File: src/sv/oukl_cell.sv
// ----------------------------------------------------------------------------
// Ordered unique key list: slot cell
// One slot of the key ring. On a shift it takes the key of its neighbor.
// ----------------------------------------------------------------------------
module oukl_cell #(
    parameter int KEY_BITS = 32
) (
    input  logic                i_clk,
    input  logic                i_rst_n,
    input  logic                i_shift,
    input  logic [KEY_BITS-1:0] i_key,
    output logic [KEY_BITS-1:0] o_key
);
    logic [KEY_BITS-1:0] r_key;

    // The store is cleared at reset; zero marks an empty slot.
    always_ff @(posedge i_clk) begin
        if (!i_rst_n) begin
            r_key <= '0;
        end else if (i_shift) begin
            r_key <= i_key;
        end
    end

    assign o_key = r_key;
endmodule

File: config.mk
export PLATFORM = sky130hd
export DESIGN_NAME = oukl_cell
export DESIGN_NICKNAME = d
export VERILOG_FILES = /design/src/sv/oukl_cell.sv
export SDC_FILE = /design/constraint.sdc
export NUM_CORES = 1
export LEC_CHECK = 0
export ABC_AREA = 1
export CAP_MARGIN = 20
export CELL_PAD_IN_SITES_DETAIL_PLACEMENT = 0
export CELL_PAD_IN_SITES_GLOBAL_PLACEMENT = 1
export CORE_AREA = 3 3 66 68
export DETAILED_ROUTE_END_ITERATION = 12
export DIE_AREA = 0 0 69 71
export DONT_BUFFER_PORTS = 1
export PLACE_DENSITY = 0.78
export SLEW_MARGIN = 20
export SYNTH_ARGS = -nofsm -noshare
export SYNTH_HDL_FRONTEND = slang
export SYNTH_SLANG_ARGS = --single-unit
File: constraint.sdc
create_clock -name i_clk -period 1.3 [get_ports i_clk]
set_input_delay 0.065 -clock i_clk [delete_from_list [all_inputs] [get_ports i_clk]]
set_output_delay 0.065 -clock i_clk [all_outputs]
set_load 0.005 [all_outputs]
==> impl_metrics.tcl <==
set metrics [dict create \
    endpoint_kind "register" \
    slew_violations 0 \
    skew_ns 0 \
    layout-drive-gt1-share_pct 3.63 \
    fin_crit_sh_pct 93.3 \
    avgSynthCellArea_um2 6.61 \
    grt_usage_pct 13.6 \
    cts_made_buffers 5 \
    finalHoldViolCount 0 \
    ys_seq_area_share_pct 48.0 \
    drc 0 \
    synthTopCellsByCount "nand2_1 (64), nor2_1 (64), dfxtp_1 (32), inv_1 (32), buf_6 (7)" \
    viasPerCell 4.10 \
    synth_flop_cell "dfxtp_1" \
    worstPathRequired_ns 1.46 \
    dr.pass1.iters 3 \
    hpwl_mm 1.64 \
    max_stage_delay_ns 0.54 \
    die_w_um 69 \
    holdWs_ns 0.00369 \
    cts_tree "built" \
    clkPwrFrac_pct 34.9 \
    drtIter0Drc 42 \
    seq_area_um2 641 \
    period_minus_slack_ns 1.21 \
    cts.sinks 32 \
    switching_share_pct 23.4 \
    yosysWarnings 0 \
    timing.setup.tns_ns 0 \
    path_clk_slew_ns 0.06 \
    cts.path.max_buffers 2 \
    synth_edf_count 0 \
    multi_input_area_um2 480 \
    grt_max_degree 50 \
    power_switching_mw 0.509 \
    path_cells "buf_16, nand2_1, dlygate4sd3_1, nor2_1, dlygate4sd3_1" \
    layout.nets 282 \
    die_y_um 71 \
    die_area_mm2 0.00490 \
    vdd_drop_max_uv 579 \
    antenna_found_initial 0 \
    max_cap_violations 0 \
    h-tree-depth 2 \
    cp-start-kind "input port" \
    p_per_area_mw_per_mm2 1130 \
    pin_count 67 \
    ys_types 6 \
    rsz0062_at_grt "false" \
    antenna_cells 0 \
    internal-power_mw 1.66 \
    timing.fmax_ghz 0.825 \
    area_delta_synth_final_pct 43.6 \
    cp_common_cell "dlygate4sd3_1" \
    p_leak_nw 1.01 \
    largest_reg_flops 32 \
    crit_type "input port to register" \
    synth_top_area_cell "dfxtp_1" \
    worstMarginPinSlew_ns 0.207 \
    ys_async_sr_fraction_pct 0 \
    p_seq_share_pct 50.8 \
    hp-class "input port to register" \
    grt_pass1_wl_mm 5.42 \
    vias 1223 \
    gp_congestion 0.656 \
    cts_setup_buffers 0 \
    grt_remaining_overflow 0 \
    cts_root_buf "clkbuf_8" \
    rows 23 \
    nFillCells 403 \
    drtAntennaViolNets 0 \
    syn_nets 237 \
    cp_max_fo 16 \
    wire_per_inst_um 11.0 \
    syn_inst 202 \
    wl_mm 3.29 \
    timing.final.setup_violations 0 \
    crit_arrival_ns 1.38 \
    grt_pass1_vias 1195 \
    status "finished, final reports clean" \
    start_util_pct 34.1 \
    io_buffers 0 \
    slew_headroom_pct 86.2 \
    clk_latency_ns 0.27 \
    combPwrFrac_pct 14.3 \
    synth_area_mm2 0.00134 \
    core_area_mm2 0.00391 \
    slowest_stage "dlygate4sd3_1" \
    ys_ff_latch 32 \
    synth.top_cell.area_share_pct 48.0 \
    synthTopCellsByArea "dfxtp_1 (48%), nand2_1 (18%), nor2_1 (18%)" \
]
-- final cells by class --
cell class                 count  area share [%]
clock buffer                   8            4.70
inverter                      32            6.27
multi-input combinational    128            25.1
sequential                    32            33.4
tap                           50            3.26
timing repair buffer          48            27.3
-- power groups by stage --
stage	combinational [mW]	clock [mW]	sequential (mW)
final	0.310	0.759	1.10
after global routing	0.354	0.844	1.11
after CTS	0.298	0.808	1.10
after detailed placement	0.130	0	1.13
after global placement	0.127	0	1.12
after floorplan	0.171	0	1.11
-- worst max-delay path: cells and delay by family --
family                 cells  cell delay (ns)
buffers and inverters      3             1.21
AND/OR/NAND/NOR            2             0.10
-- per-stage QoR --
stage | setup slack (ns) | instance area (µm²) | utilization, % | power [mW] | instances
2_1_floorplan | 0.743 | 1340 | - | 1.28 | 202
3_3_place_gp | 0.739 | 1300 | 33.3 | 1.25 | 242
3_5_place_dp | 0.721 | 1300 | 33.3 | 1.25 | 242
4_1_cts | 0.0793 | 1880 | 48.1 | 2.21 | 297
5_1_grt | 0.0508 | 1920 | 49.0 | 2.31 | 298
6_report | 0.0872 | 1920 | 49.0 | 2.17 | 298
-- metal layers --
layer,GRT usage [%],share of wire [%],vias to the layer above
li1,-,-,658
met1,15.5,45,509
met2,22.6,44,49
met3,5.68,9.2,7
met4,5.86,1.8,0
met5,0,0,-
-- cells in the final DEF (no fill, tap or decap), drive strengths merged --
master,n
clkbuf,9
nor2,64
nand2,64
dfxtp,32
dlygate4sd3,45
buf,2
inv,32
-- kinds of logic after synthesis --
family	Yosys count	synth area share, %
DFF	32	48.0
and+or+nand+nor	128	36.0
buffers and inverters	42	16.0
-- worst paths after layout --
kind / from / end / slack (ns) / depth (start not counted)
max: i_rst_n / o_key[1] / 0.09 / 5
min: i_key[29] / o_key[29] / 0.004 / 4
max reg2reg: o_key[7] / o_key[7] / 0.16 / 3
min reg2reg: o_key[13] / o_key[13] / 0.49 / 2
-- repair_timing --
action	in CTS	in global routing
endpoints found under the hold margin	32	0
hold buffers	47	0
endpoints found under the setup margin	0	1
gates resized for setup	0	1
No activity file was read; power rests on OpenSTA's default activity.
